==> src/qtss_pkg.sv <==
// ----------------------------------------------------------------------------
// qtss_pkg
// Shared types and constants of the quoted token span scanner.
// ----------------------------------------------------------------------------
package qtss_pkg;

  localparam int INDEX_WIDTH_DEF = 16;
  localparam int QUEUE_DEPTH     = 2;

  localparam int CHAR_W   = 8;
  localparam int OP_W     = 2;
  localparam int ACT_W    = 2;
  localparam int CNT_W    = 16;
  localparam int CFG_W    = 32;
  localparam int CFG_IDX_W = 2;
  localparam int OUT_DATA_W = 72;

  localparam logic [OP_W-1:0] OP_PUSH      = 2'd0;
  localparam logic [OP_W-1:0] OP_CLR_TOKEN = 2'd1;
  localparam logic [OP_W-1:0] OP_CLR_ALL   = 2'd2;

  localparam logic [ACT_W-1:0] ACT_CONTINUE = 2'd0;
  localparam logic [ACT_W-1:0] ACT_DONE     = 2'd1;
  localparam logic [ACT_W-1:0] ACT_ILLEGAL  = 2'd2;

  localparam logic [CFG_IDX_W-1:0] CFG_SEPARATORS = 2'd0;
  localparam logic [CFG_IDX_W-1:0] CFG_QUOTES     = 2'd1;
  localparam logic [CFG_IDX_W-1:0] CFG_TRIMS      = 2'd2;
  localparam logic [CFG_IDX_W-1:0] CFG_NUL_ENDS   = 2'd3;

  localparam logic [CFG_W-1:0] SEPARATORS_RST = 32'h0000_002C;
  localparam logic [CFG_W-1:0] QUOTES_RST     = 32'h0000_2222;
  localparam logic [CFG_W-1:0] TRIMS_RST      = 32'h0000_0920;

  localparam logic [CHAR_W-1:0] NEWLINE_CHAR = 8'd10;

  typedef struct packed {
    logic [OP_W-1:0]   op;
    logic [CHAR_W-1:0] ch;
    logic              is_nul;
    logic              nul_ok;
    logic              is_newline;
    logic              is_sep;
    logic              is_trim;
    logic              qstart;
    logic [CHAR_W-1:0] qclose;
  } cls_t;

  typedef struct packed {
    logic [ACT_W-1:0] action;
    logic [CNT_W-1:0] token_first;
    logic             first_valid;
    logic [CNT_W-1:0] token_last;
    logic             last_valid;
    logic             inside_quote;
    logic [CNT_W-1:0] line_number;
    logic [CNT_W-1:0] column_number;
  } res_t;

endpackage

==> src/qtss_front.sv <==
// ----------------------------------------------------------------------------
// qtss_front
// Configuration registers and character classification of incoming items.
// ----------------------------------------------------------------------------
module qtss_front import qtss_pkg::*; (
  input  logic                 clk,
  input  logic                 rst_n,
  input  logic                 cfg_we,
  input  logic [CFG_IDX_W-1:0] cfg_index,
  input  logic [CFG_W-1:0]     cfg_wdata,
  input  logic [OP_W-1:0]      op_i,
  input  logic [CHAR_W-1:0]    ch_i,
  output cls_t                 cls_o
);

  logic [CFG_W-1:0] sep_r;
  logic [CFG_W-1:0] quote_r;
  logic [CFG_W-1:0] trim_r;
  logic             nul_ends_r;

  always_ff @(posedge clk) begin
    if (!rst_n) begin
      sep_r      <= SEPARATORS_RST;
      quote_r    <= QUOTES_RST;
      trim_r     <= TRIMS_RST;
      nul_ends_r <= 1'b1;
    end else if (cfg_we) begin
      case (cfg_index)
        CFG_SEPARATORS: sep_r      <= cfg_wdata;
        CFG_QUOTES:     quote_r    <= cfg_wdata;
        CFG_TRIMS:      trim_r     <= cfg_wdata;
        CFG_NUL_ENDS:   nul_ends_r <= cfg_wdata[0];
        default: ;
      endcase
    end
  end

  logic [3:0] sep_hit;
  logic [3:0] trim_hit;
  logic [3:0] q_hit;

  always_comb begin
    for (int i = 0; i < 4; i++) begin
      sep_hit[i]  = (sep_r[8*i +: 8] != '0) && (sep_r[8*i +: 8] == ch_i);
      trim_hit[i] = (trim_r[8*i +: 8] != '0) && (trim_r[8*i +: 8] == ch_i);
      q_hit[i]    = (quote_r[8*i +: 8] != '0) && (quote_r[8*i +: 8] == ch_i);
    end
  end

  always_comb begin
    cls_o.op         = op_i;
    cls_o.ch         = ch_i;
    cls_o.is_nul     = (ch_i == '0);
    cls_o.nul_ok     = nul_ends_r;
    cls_o.is_newline = (ch_i == NEWLINE_CHAR);
    cls_o.is_sep     = |sep_hit;
    cls_o.is_trim    = |trim_hit;
    // first matching slot decides; only an open slot starts quoting
    cls_o.qstart     = q_hit[0] || (!q_hit[1] && q_hit[2]);
    cls_o.qclose     = q_hit[0] ? quote_r[15:8] : quote_r[31:24];
  end

endmodule

==> src/qtss_queue.sv <==
// ----------------------------------------------------------------------------
// qtss_queue
// Short queue of classified items between front and back.
// ----------------------------------------------------------------------------
module qtss_queue import qtss_pkg::*; (
  input  logic clk,
  input  logic rst_n,
  input  logic push_i,
  input  cls_t data_i,
  output logic full_o,
  input  logic pop_i,
  output logic valid_o,
  output cls_t data_o
);

  localparam int PTR_W = (QUEUE_DEPTH > 1) ? $clog2(QUEUE_DEPTH) : 1;
  localparam int CNT_QW = $clog2(QUEUE_DEPTH + 1);
  localparam logic [CNT_QW-1:0] DEPTH_C = CNT_QW'(QUEUE_DEPTH);
  localparam logic [PTR_W-1:0]  LAST_C  = PTR_W'(QUEUE_DEPTH - 1);

  cls_t              mem [QUEUE_DEPTH];
  logic [PTR_W-1:0]  wr_ptr_r, wr_ptr_nxt;
  logic [PTR_W-1:0]  rd_ptr_r, rd_ptr_nxt;
  logic [CNT_QW-1:0] count_r, count_nxt;

  assign full_o  = (count_r == DEPTH_C);
  assign valid_o = (count_r != '0);
  assign data_o  = mem[rd_ptr_r];

  always_comb begin
    wr_ptr_nxt = wr_ptr_r;
    rd_ptr_nxt = rd_ptr_r;
    count_nxt  = count_r;
    if (push_i) begin
      wr_ptr_nxt = (wr_ptr_r == LAST_C) ? '0 : wr_ptr_r + 1'b1;
    end
    if (pop_i) begin
      rd_ptr_nxt = (rd_ptr_r == LAST_C) ? '0 : rd_ptr_r + 1'b1;
    end
    if (push_i && !pop_i) begin
      count_nxt = count_r + 1'b1;
    end else if (pop_i && !push_i) begin
      count_nxt = count_r - 1'b1;
    end
  end

  always_ff @(posedge clk) begin
    if (!rst_n) begin
      wr_ptr_r <= '0;
      rd_ptr_r <= '0;
      count_r  <= '0;
    end else begin
      wr_ptr_r <= wr_ptr_nxt;
      rd_ptr_r <= rd_ptr_nxt;
      count_r  <= count_nxt;
    end
  end

  always_ff @(posedge clk) begin
    if (push_i) begin
      mem[wr_ptr_r] <= data_i;
    end
  end

endmodule

==> src/qtss_back.sv <==
// ----------------------------------------------------------------------------
// qtss_back
// Token span, quote and position state; registered result stage.
// ----------------------------------------------------------------------------
module qtss_back import qtss_pkg::*; #(
  parameter int INDEX_WIDTH = INDEX_WIDTH_DEF
) (
  input  logic clk,
  input  logic rst_n,
  input  logic valid_i,
  input  cls_t cls_i,
  output logic pop_o,
  output logic out_valid_o,
  input  logic out_ready_i,
  output res_t res_o
);

  logic [CHAR_W-1:0]      awaited_r, awaited_nxt;
  logic [INDEX_WIDTH-1:0] first_r, first_nxt;
  logic                   first_ok_r, first_ok_nxt;
  logic [INDEX_WIDTH-1:0] last_r, last_nxt;
  logic                   last_ok_r, last_ok_nxt;
  logic [INDEX_WIDTH-1:0] pos_r, pos_nxt;
  logic [CNT_W-1:0]       row_r, row_nxt;
  logic [CNT_W-1:0]       col_r, col_nxt;
  logic [ACT_W-1:0]       action;
  logic                   take;
  logic                   incl;
  logic                   out_valid_r;
  res_t                   res_r;

  logic [INDEX_WIDTH+CNT_W-1:0] first_ext;
  logic [INDEX_WIDTH+CNT_W-1:0] last_ext;

  assign take        = valid_i && (!out_valid_r || out_ready_i);
  assign pop_o       = take;
  assign out_valid_o = out_valid_r;
  assign res_o       = res_r;

  always_comb begin
    awaited_nxt  = awaited_r;
    first_nxt    = first_r;
    first_ok_nxt = first_ok_r;
    last_nxt     = last_r;
    last_ok_nxt  = last_ok_r;
    pos_nxt      = pos_r;
    row_nxt      = row_r;
    col_nxt      = col_r;
    action       = ACT_CONTINUE;
    incl         = 1'b0;
    case (cls_i.op)
      OP_PUSH: begin
        if (cls_i.is_newline) begin
          col_nxt = CNT_W'(1);
          row_nxt = row_r + 1'b1;
        end else begin
          col_nxt = col_r + 1'b1;
        end
        pos_nxt = pos_r + 1'b1;
        if (cls_i.is_nul) begin
          if ((awaited_r != '0) || !cls_i.nul_ok) begin
            action = ACT_ILLEGAL;
          end else begin
            action = ACT_DONE;
            if (first_ok_r && !last_ok_r) begin
              last_nxt    = pos_r;
              last_ok_nxt = 1'b1;
            end
          end
        end else if (awaited_r != '0) begin
          if (cls_i.ch == awaited_r) begin
            awaited_nxt = '0;
            incl        = 1'b1;
          end
        end else if (cls_i.is_sep) begin
          action = ACT_DONE;
          if (!last_ok_r) begin
            last_nxt    = pos_r;
            last_ok_nxt = 1'b1;
          end
        end else if (cls_i.qstart) begin
          awaited_nxt = cls_i.qclose;
        end else if (!cls_i.is_trim) begin
          incl = 1'b1;
        end
        if (incl) begin
          if (!first_ok_r || (pos_r < first_r)) begin
            first_nxt    = pos_r;
            first_ok_nxt = 1'b1;
          end
          if (!last_ok_r || (pos_r > last_r)) begin
            last_nxt    = pos_r;
            last_ok_nxt = 1'b1;
          end
        end
      end
      OP_CLR_TOKEN, OP_CLR_ALL: begin
        awaited_nxt  = '0;
        first_nxt    = '0;
        first_ok_nxt = 1'b0;
        last_nxt     = '0;
        last_ok_nxt  = 1'b0;
        if (cls_i.op == OP_CLR_ALL) begin
          pos_nxt = '0;
          row_nxt = '0;
          col_nxt = '0;
        end
      end
      default: ;
    endcase
  end

  assign first_ext = {{CNT_W{1'b0}}, first_nxt};
  assign last_ext  = {{CNT_W{1'b0}}, last_nxt};

  always_ff @(posedge clk) begin
    if (!rst_n) begin
      awaited_r   <= '0;
      first_r     <= '0;
      first_ok_r  <= 1'b0;
      last_r      <= '0;
      last_ok_r   <= 1'b0;
      pos_r       <= '0;
      row_r       <= '0;
      col_r       <= '0;
      out_valid_r <= 1'b0;
    end else begin
      if (take) begin
        awaited_r  <= awaited_nxt;
        first_r    <= first_nxt;
        first_ok_r <= first_ok_nxt;
        last_r     <= last_nxt;
        last_ok_r  <= last_ok_nxt;
        pos_r      <= pos_nxt;
        row_r      <= row_nxt;
        col_r      <= col_nxt;
        out_valid_r <= 1'b1;
      end else if (out_ready_i) begin
        out_valid_r <= 1'b0;
      end
    end
  end

  always_ff @(posedge clk) begin
    if (take) begin
      res_r.action        <= action;
      res_r.token_first   <= first_ext[CNT_W-1:0];
      res_r.first_valid   <= first_ok_nxt;
      res_r.token_last    <= last_ext[CNT_W-1:0];
      res_r.last_valid    <= last_ok_nxt;
      res_r.inside_quote  <= (awaited_nxt != '0);
      res_r.line_number   <= row_nxt;
      res_r.column_number <= col_nxt;
    end
  end

endmodule

==> src/quoted_token_span_scanner_top.sv <==
// ----------------------------------------------------------------------------
// quoted_token_span_scanner_top
// Character-stream tokenizer reporting quoted token spans and position.
// ----------------------------------------------------------------------------
// Takes one transaction per clock while out_tready is high and returns one
// result per transaction, in order. A transaction goes through the classifier
// into a two-entry queue and then into the result register on out_tdata; the
// update of the token, quote and position registers in the back stage sets
// the rate of one transaction per cycle. Configuration writes take effect on
// the next cycle and are expected only while no transaction is in flight.
module quoted_token_span_scanner_top import qtss_pkg::*; #(
  parameter int INDEX_WIDTH = INDEX_WIDTH_DEF
) (
  input  logic                  clk,
  input  logic                  rst_n,
  input  logic                  cfg_we,
  input  logic [CFG_IDX_W-1:0]  cfg_index,
  input  logic [CFG_W-1:0]      cfg_wdata,
  input  logic                  in_tvalid,
  output logic                  in_tready,
  input  logic [7:0]            in_tdata,   // [7:0] char_in
  input  logic [1:0]            in_tuser,   // [1:0] operation
  output logic                  out_tvalid,
  input  logic                  out_tready,
  // [1:0] action, [17:2] token_first, [18] first_valid, [34:19] token_last,
  // [35] last_valid, [36] inside_quote, [52:37] line_number,
  // [68:53] column_number, [71:69] zero
  output logic [OUT_DATA_W-1:0] out_tdata
);

  cls_t cls_in;
  cls_t cls_head;
  res_t res;
  logic q_full;
  logic q_valid;
  logic q_pop;
  logic in_fire;

  assign in_tready = !q_full;
  assign in_fire   = in_tvalid && in_tready;

  qtss_front u_front (
    .clk       (clk),
    .rst_n     (rst_n),
    .cfg_we    (cfg_we),
    .cfg_index (cfg_index),
    .cfg_wdata (cfg_wdata),
    .op_i      (in_tuser),
    .ch_i      (in_tdata),
    .cls_o     (cls_in)
  );

  qtss_queue u_queue (
    .clk     (clk),
    .rst_n   (rst_n),
    .push_i  (in_fire),
    .data_i  (cls_in),
    .full_o  (q_full),
    .pop_i   (q_pop),
    .valid_o (q_valid),
    .data_o  (cls_head)
  );

  qtss_back #(
    .INDEX_WIDTH (INDEX_WIDTH)
  ) u_back (
    .clk         (clk),
    .rst_n       (rst_n),
    .valid_i     (q_valid),
    .cls_i       (cls_head),
    .pop_o       (q_pop),
    .out_valid_o (out_tvalid),
    .out_ready_i (out_tready),
    .res_o       (res)
  );

  assign out_tdata = {3'b000,
                      res.column_number,
                      res.line_number,
                      res.inside_quote,
                      res.last_valid,
                      res.token_last,
                      res.first_valid,
                      res.token_first,
                      res.action};

`ifndef SYNTHESIS
  a_no_out_after_reset: assert property (@(posedge clk)
    !rst_n |=> !out_tvalid)
    else $error("result valid right after reset");

  a_done_not_quoting: assert property (@(posedge clk) disable iff (!rst_n)
    (out_tvalid && res.action == ACT_DONE) |-> !res.inside_quote)
    else $error("token closed while an end quote is awaited");

  a_first_implies_last: assert property (@(posedge clk) disable iff (!rst_n)
    (out_tvalid && res.first_valid) |-> res.last_valid)
    else $error("span start valid without span end");

  a_pop_only_when_queued: assert property (@(posedge clk) disable iff (!rst_n)
    q_pop |-> q_valid)
    else $error("back stage took an item from an empty queue");
`endif

endmodule

==> config.mk <==
export PLATFORM = sky130hd
export DESIGN_NAME = quoted_token_span_scanner_top
export DESIGN_NICKNAME = d
export VERILOG_FILES = /design/src/qtss_pkg.sv /design/src/qtss_front.sv /design/src/qtss_queue.sv /design/src/qtss_back.sv /design/src/quoted_token_span_scanner_top.sv
export SDC_FILE = /design/constraint.sdc
export NUM_CORES = 1
export LEC_CHECK = 0
export ABC_AREA = 1
export BUFFER_PORTS_ARGS = -buffer_cell sky130_fd_sc_hd__buf_2
export CAP_MARGIN = 20
export CORE_MARGIN = 5
export CORE_UTILIZATION = 45
export DETAILED_ROUTE_END_ITERATION = 10
export PLACE_DENSITY_LB_ADDON = 0.1
export SLEW_MARGIN = 10
export SYNTH_ARGS = -nofsm -noshare
export SYNTH_HDL_FRONTEND = slang
export SYNTH_SLANG_ARGS = --single-unit
export TNS_END_PERCENT = 100
==> constraint.sdc <==
create_clock -name clk -period 4.7 [get_ports clk]
set_clock_uncertainty 0.2 [all_clocks]
set_input_delay 0 -clock clk [delete_from_list [all_inputs] [get_ports clk]]
set_output_delay 0 -clock clk [all_outputs]
set_load 0.02 [all_outputs]
==> results of run 1 <==
[report_power, final]
group / internal, W / total (W) / leakage, nW / switching [W]
combinational: 0.00147 / 0.00484 / 5.24 / 0.00337
clock: 0.00163 / 0.00275 / 0.564 / 0.00113
sequential: 0.00373 / 0.00419 / 2.72 / 0.000458
[logic make-up after synthesis]
kind of cell | synth area share
compound gates | 0.137
xor+xnor | 0.0303
fa+ha+maj | 0.0294
buf+inv | 0.0869
flops | 0.456
mux | 0.00209
other cells | 0.000232
simple gates | 0.258
[cells in the final DEF, fill, tap and decap left out, types with 31 or more instances in the layout]
master and n:
a21oi_1 137, buf_2 119, clkbuf_16 39, dfxtp_1 193, dlygate4sd3_1 63, edfxtp_1 117, ha_1 38, inv_1 236
nand2_1 447, nand3_1 167, nor2_1 253, o21ai_0 214, xnor2_1 31
[metal layers]
| metal | global-route usage | part of all wire |
|---|---|---|
| met1 | 0.310 | 0.44 |
| met2 | 0.391 | 0.47 |
| met3 | 0.0325 | 0.056 |
| met4 | 0.0974 | 0.036 |
| met5 | 0 | 0 |
[final cells by class]
class,instances,area [um2],share of cell area
tap,461,577,0.0307
sequential,310,7380,0.392
inverter,248,938,0.0499
multi-input combinational,1484,7400,0.394
timing repair buffer,198,1370,0.0726
clock inverter,11,78.8,0.00419
clock buffer,57,1070,0.0571
[what timing repair did]
item / 4_1_cts / 5_1_grt
gates resized for setup: 0 / 0
hold buffers: 63 / 0
endpoints found under the hold margin: 176 / 0
[registers in the layout, indices dropped and copies added (netlist names), named ones only]
| register | flops |
|---|---|
| u_back.first_r | 16 |
| u_queue.rd_ptr_r | 1 |
| u_back.awaited_r | 8 |
| u_back.row_r | 16 |
| u_back.out_valid_o | 1 |
| u_queue.count_r | 2 |
| u_back.col_r | 16 |
| u_queue.wr_ptr_r | 1 |
| u_back.pos_r | 16 |
| u_front.trim_r | 32 |
| u_front.quote_r | 32 |
| u_back.last_r | 16 |
| u_front.nul_ends_r | 1 |
| u_front.sep_r | 32 |
| u_back.res_o | 69 |
| u_back.last_ok_r | 1 |
| u_back.first_ok_r | 1 |
| u_queue.mem | 48 |
[final timing paths]
check | startpoint | endpoint | depth (start not counted)
max | flop | u_back.row_r[7] | 14
min reg2reg | u_queue.rd_ptr_r | u_queue.rd_ptr_r | 1
min | cfg_wdata[18] | u_front.sep_r[18] | 4
max reg2reg | flop | u_back.row_r[7] | 14
[stage by stage]
| stage | std cells | setup WS [ns] |
|---|---|---|
| 2_1_floorplan | 2144 | 1.21 |
| 3_3_place_gp | 2637 | 1.18 |
| 3_5_place_dp | 2637 | 1.15 |
| 4_1_cts | 2768 | 1.14 |
| 5_1_grt | 2769 | 0.728 |
| 6_report | 2769 | 1.17 |
[critical path, cell delays in order (launching register included)]
cell,delay (ns)
dfxtp_1,0.55
inv_6,0.16
or2_2,0.30
o21ai_0,0.15
ha_1,0.33
inv_1,0.15
nor2_1,0.09
nor2_1,0.59
inv_1,0.30
a21oi_1,0.19
nand2_1,0.06
nand2_1,0.06
o41ai_1,0.09
o21ai_0,0.15
inv_1,0.05
==> results.sh, run 1 <==
export IMPL_status="completed"
export IMPL_synthTopCellsByCount="nand2_1 (447), nor2_1 (255), inv_1 (236)"
export IMPL_ys_warn_count=0
export IMPL_clock_root_buffer="clkbuf_16"
export IMPL_clockBufferDepth=3
export IMPL_start_util=0.456
export IMPL_finalSetupTns_ns=0
export IMPL_hold_path_class="in -> reg"
export IMPL_rrSetupSlack_ns=1.17
export IMPL_crit_fanout=23
export IMPL_seq_area_frac_synth=0.456
export IMPL_grt_pass1_vias=14200
export IMPL_finalCritPeriodShare=0.751
export IMPL_p_per_area_nw_per_um2=626
export IMPL_core_um2=35500
export IMPL_cts_sinks=310
export IMPL_synth_edf_count=117
export IMPL_syn_area_um2=16200
export IMPL_tightestPinTransition_ns=1.06
export IMPL_slew_viol_final=0
export IMPL_clk_latency_ns=0.55
export IMPL_synth_top_cell_area_share=0.239
export IMPL_antenna_cells=0
export IMPL_ioPinCount=123
export IMPL_relSlewSlack=0.292
export IMPL_vdd_drop_max_v=0.000447
export IMPL_routed_wl_um=46900
export IMPL_cp_start_kind="flop"
export IMPL_htreeDepth=2
export IMPL_setup_viol=0
export IMPL_final_area_um2=18800
export IMPL_cp_arrival_ns=3.77
export IMPL_synthTopCellsByArea="dfxtp_1 (24%), edfxtp_1 (22%), nand2_1 (10%)"
export IMPL_grt_pass1_wl_um=75300
export IMPL_cts_tree="built"
export IMPL_layout_nets=2366
export IMPL_synth_cells=2142
export IMPL_firstDrtPassIters=5
export IMPL_cp_end_kind="flop"
export IMPL_fmax_ghz=0.283
export IMPL_placedInstanceArea_um2=17000
export IMPL_track_usage=0.235
export IMPL_overflow=0
export IMPL_clk_pin_slew_worst_paths_ns=0.06
export IMPL_ys_flop_type="dfxtp_1"
export IMPL_numCtsBuffers=37
export IMPL_avgViaCountPerCell=5.31
export IMPL_ys_seq_elements=310
export IMPL_drtAntennaViolNets=0
export IMPL_dieArea_um2=39800
export IMPL_report_final_hold_viol_count=0
export IMPL_whs_ns=0.0748
export IMPL_post_synth_top_area_cell="dfxtp_1"
export IMPL_rsz0062_at_grt="no"
export IMPL_syn_area_per_cell_um2=7.55
export IMPL_routabilityCongestion=0.874
export IMPL_crit_type="reg -> reg"
export IMPL_first_iter_violations=951
export IMPL_wire_per_inst_um=16.9
export IMPL_dp_hpwl_um=31600
export IMPL_maxCapViolCount=0
export IMPL_num_rows=69
export IMPL_synth_most_common_cell="nand2_1"
export IMPL_grt_max_degree=95
export IMPL_p_leak_nw=8.52
export IMPL_antenna_found_initial=0
export IMPL_via_count=14700
export IMPL_remaining_drc_errors=0
export IMPL_fillers=3420
export IMPL_finish_utilization=0.530
export IMPL_synth_cell_types=54
export IMPL_post_cts_buffers=0
export IMPL_syn2layout_area_growth_pct=16.4
export IMPL_die_h_um=200
export IMPL_die_x_um=200
export IMPL_finalPower_w=0.0118
export IMPL_portBuffers=119
export IMPL_async_flop_share=0
export IMPL_drive_gt1_frac=0.100
export IMPL_worst_ep_required_time_ns=4.94
export IMPL_timing_final_crit_period_ns=3.53
No activity file was read; power rests on OpenSTA's default activity.
==> run 2, diff against run 1 <==
Clock period 4.7 ns to 3.05 ns, I/O delays scaled along.
==> run 2 against run 1 <==
  * Critical path depth down 3
  * Clock power grew 63%
  * Flip-flop and latch count is the same
  * Die area unchanged
  * Global-route usage is essentially flat
  * Final cell count up 0.90%
  * Via count grew 0.82%
  * First-iteration DRC count up 1.8%
  * Core utilization grew 0.93 points
  * Sequential power increased by 54%
==> results.sh, run 2 (synthesized netlist as in run 1, its figures left out) <==
export IMPL_hold_path_class="in -> reg"
export IMPL_clockBufferDepth=3
export IMPL_die_h_um=200
export IMPL_rsz0062_at_grt="no"
export IMPL_syn2layout_area_growth_pct=18.5
export IMPL_cts_sinks=310
export IMPL_drtAntennaViolNets=0
export IMPL_post_cts_buffers=0
export IMPL_track_usage=0.235
export IMPL_cts_tree="built"
export IMPL_die_x_um=200
export IMPL_report_final_hold_viol_count=0
export IMPL_fillers=3332
export IMPL_core_um2=35500
export IMPL_vdd_drop_max_v=0.000744
export IMPL_final_cell_mix="nand2_1 (447), nor2_1 (253), inv_1 (236)"
export IMPL_dieArea_um2=39800
export IMPL_numCtsBuffers=36
export IMPL_remaining_drc_errors=0
export IMPL_slew_viol_final=0
export IMPL_relSlewSlack=0.446
export IMPL_crit_buf_inv=7
export IMPL_overflow=0
export IMPL_num_rows=69
export IMPL_crit_type="in -> reg"
export IMPL_clk_pin_slew_worst_paths_ns=0.06
export IMPL_dp_hpwl_um=32200
export IMPL_antenna_found_initial=0
export IMPL_slowest_stage="dlygate4sd3_1"
export IMPL_fin_ws_ns=0.143
export IMPL_cp_start_kind="input pin"
export IMPL_crit_fanout=30
export IMPL_clk_latency_ns=0.54
export IMPL_grt_max_degree=100
export IMPL_p_leak_nw=8.70
export IMPL_fmax_ghz=0.344
export IMPL_htreeDepth=2
export IMPL_grt_pass1_wl_um=75100
export IMPL_via_count=14800
export IMPL_finalCritPeriodShare=0.953
export IMPL_wire_per_inst_um=16.9
export IMPL_mostFrequentLayoutCell="nand2_1"
export IMPL_cp_top_family="buffers and inverters"
export IMPL_finalSetupTns_ns=0
export IMPL_grt_pass1_vias=13900
export IMPL_layout_nets=2392
export IMPL_tightestPinTransition_ns=0.830
export IMPL_cp_arrival_ns=3.13
export IMPL_status="completed"
export IMPL_setup_viol=0
export IMPL_ioPinCount=123
export IMPL_p_per_area_nw_per_um2=971
export IMPL_first_iter_violations=968
export IMPL_maxCapViolCount=0
export IMPL_cp_end_kind="flop"
export IMPL_critical_path_cell_chain="dlygate4sd3_1 -> buf_2 -> nand2_1 -> nor2_1 -> dlygate4sd3_1 -> buf_4 -> clkinvlp_4 -> buf_4 -> nor2_1 -> nor2_1 -> dlygate4sd3_1"
export IMPL_routed_wl_um=47200
export IMPL_clock_root_buffer="clkbuf_16"
export IMPL_drive_gt1_frac=0.116
export IMPL_timing_final_crit_period_ns=2.91
export IMPL_largest_reg_flops=69
export IMPL_firstDrtPassIters=5
export IMPL_critical_path_max_stage_delay_ns=0.55
export IMPL_avgViaCountPerCell=5.31
export IMPL_routabilityCongestion=0.934
export IMPL_worst_ep_required_time_ns=3.27
export IMPL_portBuffers=119
export IMPL_start_util=0.456
export IMPL_place_ws_ns=0.292
export IMPL_antenna_cells=0
## run 2: metrics by stage
stage | utilization | total power (W) | hold slack [ns] | instance area [um2] | std cells
final | 0.540 | 0.0186 | 0.0701 | 19100 | 2794
after global routing | 0.540 | 0.0200 | 0.0762 | 19100 | 2794
after CTS | 0.539 | 0.0187 | 0.0425 | 19100 | 2794
after detailed placement | 0.488 | 0.0141 | 0.0127 | 17300 | 2669
after global placement | 0.487 | 0.0140 | 0.00516 | 17300 | 2668
after floorplan | - | 0.0119 | -0.101 | 16200 | 2144
## run 2: layer usage
layer | vias up | part of all wire | track usage
li1 | 7410 | - | -
met1 | 6901 | 0.45 | 0.316
met2 | 441 | 0.47 | 0.390
met3 | 78 | 0.053 | 0.0322
met4 | 0 | 0.030 | 0.0815
met5 | - | 0 | 0
## run 2: what timing repair did
item | in CTS | in global routing
hold buffers | 59 | 0
gates resized for setup | 0 | 2
setup endpoints to repair | 0 | 3
hold endpoints to repair | 198 | 0
## run 2: layout make-up
type                            instances  area, um2  share of cell area
Clock buffer                           51       1080              0.0565
Multi-Input combinational cell       1484       7400               0.387
Timing Repair Buffer                  225       1600              0.0836
Inverter                              248        942              0.0492
Sequential cell                       310       7380               0.385
Clock inverter                         15        164             0.00856
Tap cell                              461        577              0.0301
## run 2: final timing paths
kind	startpoint	depth (start not counted)	to	slack, ns
worst max-delay path	cfg_we	11	u_front.trim_r[23]	0.14
worst max register to register	flop	12	u_back.col_r[2]	0.30
worst min-delay path	cfg_wdata[17]	4	u_front.trim_r[17]	0.07
worst min register to register	u_queue.rd_ptr_r	1	u_queue.rd_ptr_r	0.26
## run 2: worst min-delay path, delay by kind of cell
family / cells / cell delay (ns)
buf+inv: 2 / 0.65
simple gates: 2 / 0.13
## run 2: where the power goes
group	leakage (nW)	internal [W]	switching, W
registers	2.72	0.00574	0.000699
clock network	0.611	0.00273	0.00175
logic	5.37	0.00245	0.00522
==> run 3, diff against run 2 <==
Settings changed: SYNTH_HIERARCHICAL from default to 1.
==> run 3 against run 2 <==
  * Global-route usage decreased by 1.7 points
  * Worst hold slack improved by 0.012 ns
  * Synthesized cell count increased by 1.6%
  * Setup slack improved by 0.11 ns
  * First-iteration DRC count increased by 5.9%
  * Register-to-register slack got worse by 0.05 ns
  * Sequential power decreased by 2%
  * Maximum frequency increased by 3.9%
  * Routed wire length decreased by 3.9%
  * Final cell count increased by 1.5%
  * Combinational power decreased by 10%
  * Critical path depth increased by 3
==> results.sh, run 3 <==
export IMPL_holdPathStages=4
export IMPL_critical_path_cell_chain="mux2_4 -> inv_1 -> ha_1 -> inv_2 -> nor2_1 -> inv_1 -> nand2_4 -> nor2_4 -> nand2_2 -> nor3_4 -> nand2_2 -> nor2_4 -> a21oi_1 -> nor3_1"
export IMPL_ys_flop_type="dfxtp_1"
export IMPL_cts_sinks=310
export IMPL_hold_path_class="in -> reg"
export IMPL_routed_wl_um=45300
export IMPL_ys_seq_elements=310
export IMPL_whs_ns=0.0819
export IMPL_numCtsBuffers=38
export IMPL_cp_arrival_ns=3.06
export IMPL_clock_root_buffer="clkbuf_16"
export IMPL_synth_compound_area_frac=0.123
export IMPL_die_x_um=202
export IMPL_largest_reg_flops=69
export IMPL_timing_final_crit_period_ns=2.80
export IMPL_async_flop_share=0
export IMPL_yosys_area_share_adder=0.0287
export IMPL_fmax_ghz=0.358
export IMPL_synth_top_family_by_area="simple AND/OR/NAND/NOR gates"
export IMPL_clk_pin_slew_worst_paths_ns=0.06
export IMPL_relSlewSlack=0.434
export IMPL_post_synth_top_area_cell="dfxtp_1"
export IMPL_finalCritPeriodShare=0.917
export IMPL_clockBufferDepth=3
export IMPL_synth_most_common_cell="nand2_1"
export IMPL_fin_ws_ns=0.254
export IMPL_finalSetupTns_ns=0
export IMPL_critical_path_max_stage_delay_ns=0.42
export IMPL_via_count=14800
export IMPL_slew_viol_final=0
export IMPL_synthMuxAreaShare=0.0209
export IMPL_synthXorXnorAreaFrac=0.0281
export IMPL_vdd_drop_max_v=0.000804
export IMPL_p_per_area_nw_per_um2=903
export IMPL_drtAntennaViolNets=0
export IMPL_synth_edf_count=117
export IMPL_place_ws_ns=0.271
export IMPL_reg2regPathDepth=14
export IMPL_slowest_stage="dfxtp_1"
export IMPL_cp_end_kind="flop"
export IMPL_synth_cell_types=56
export IMPL_tightestPinTransition_ns=0.848
export IMPL_antenna_cells=0
export IMPL_dp_hpwl_um=30500
export IMPL_clk_latency_ns=0.56
export IMPL_drive_gt1_frac=0.119
export IMPL_routabilityCongestion=0.858
export IMPL_yosys_area_share_simple=0.259
export IMPL_ys_warn_count=6
export IMPL_cts_tree="built"
export IMPL_p_leak_nw=8.86
export IMPL_synth_cells=2177
export IMPL_status="completed"
export IMPL_finish_utilization=0.531
export IMPL_seq_area_frac_synth=0.446
export IMPL_rsz0062_at_grt="no"
export IMPL_firstDrtPassIters=5
export IMPL_wire_per_inst_um=16.0
export IMPL_report_final_hold_viol_count=0
export IMPL_track_usage=0.218
export IMPL_mostFrequentLayoutCell="nand2_1"
export IMPL_fillers=3490
export IMPL_remaining_drc_errors=0
export IMPL_start_util=0.454
export IMPL_multi_input_area_um2=7610
export IMPL_grt_max_degree=117
export IMPL_worst_ep_required_time_ns=3.31
export IMPL_syn2layout_area_growth_pct=16.9
export IMPL_synthTopCellsByArea="dfxtp_1 (23%), edfxtp_1 (21%), nand2_1 (11%)"
export IMPL_post_cts_buffers=0
export IMPL_grt_pass1_vias=14100
export IMPL_synth_top_cell_area_share=0.234
export IMPL_dieArea_um2=40700
export IMPL_num_rows=70
export IMPL_grt_pass1_wl_um=73400
export IMPL_maxCapViolCount=0
export IMPL_syn_area_um2=16500
export IMPL_htreeDepth=2
export IMPL_syn_area_per_cell_um2=7.60
export IMPL_cp_start_kind="flop"
export IMPL_die_h_um=202
export IMPL_final_cell_mix="nand2_1 (505), inv_1 (248), nor2_1 (248)"
export IMPL_finalPower_w=0.0175
export IMPL_portBuffers=119
export IMPL_antenna_found_initial=0
export IMPL_layout_nets=2425
export IMPL_crit_fanout=9
export IMPL_avgViaCountPerCell=5.21
export IMPL_core_um2=36400
export IMPL_first_iter_violations=1025
export IMPL_setup_viol=0
export IMPL_ioPinCount=123
export IMPL_ff_latch_area_um2=7380
export IMPL_crit_type="reg -> reg"
export IMPL_synthTopCellsByCount="nand2_1 (505), nor2_1 (250), inv_1 (248)"
export IMPL_overflow=0
## run 3: stage by stage
step | instance area, um2 | cells
floorplan | 16600 | 2179
global placement | 17400 | 2692
detailed placement | 17400 | 2692
CTS | 19300 | 2836
global route | 19300 | 2836
finish | 19300 | 2836
## run 3: what timing repair did
item,CTS,global route
hold endpoints to repair,195,0
gates resized for setup,0,0
hold buffers,74,0
## run 3: logic make-up (layout without fill, tap and decap cells)
kind of cell             Yosys count  in the layout
buffers and inverters            370            559
multiplexers                      24             24
AO/OA/AOI/OAI                    390            390
XOR/XNOR                          53             53
adder cells (fa/ha/maj)           38             38
other                              1              3
flip-flops                       310            310
AND/OR/NAND/NOR                  991            991
## run 3: area by class of cell
| cell class | instances | share of cell area |
|---|---|---|
| sequential | 310 | 0.381 |
| clock buffer | 60 | 0.0571 |
| tap | 468 | 0.0303 |
| multi-input combinational | 1499 | 0.394 |
| inverter | 269 | 0.0523 |
| timing repair buffer | 220 | 0.0815 |
| clock inverter | 10 | 0.00356 |
## run 3: layer usage
| layer | up-vias | global-route usage | share of wire |
|---|---|---|---|
| met5 | - | 0 | 0 |
| met4 | 0 | 0.0623 | 0.025 |
| met3 | 81 | 0.0379 | 0.052 |
| met2 | 399 | 0.366 | 0.47 |
| met1 | 6862 | 0.292 | 0.46 |
| li1 | 7421 | - | - |
## run 3: final timing paths
path                                        start           endpoint  slack [ns]
worst min-delay path                 cfg_wdata[3]   u_front/sep_r[3]        0.08
worst min register to register  u_front/sep_r[24]  u_front/sep_r[24]        0.29
worst max register to register               flop   u_back/pos_r[13]        0.25
worst max-delay path                         flop   u_back/pos_r[13]        0.25
## run 3: critical path, delay by kind of cell (launching register included)
family,cells,cell delay [ns]
buffers and inverters,3,0.43
multiplexers,1,0.33
flip-flops,1,0.42
adder cells (fa/ha/maj),1,0.25
AND/OR/NAND/NOR,8,1.01
AO/OA/AOI/OAI,1,0.08
## run 3: report_power, final
group | switching [W] | internal, W | leakage [nW]
clock network | 0.00178 | 0.00249 | 0.571
registers | 0.000604 | 0.00571 | 2.72
logic | 0.00464 | 0.00223 | 5.56
total | 0.00703 | 0.0104 | 8.86
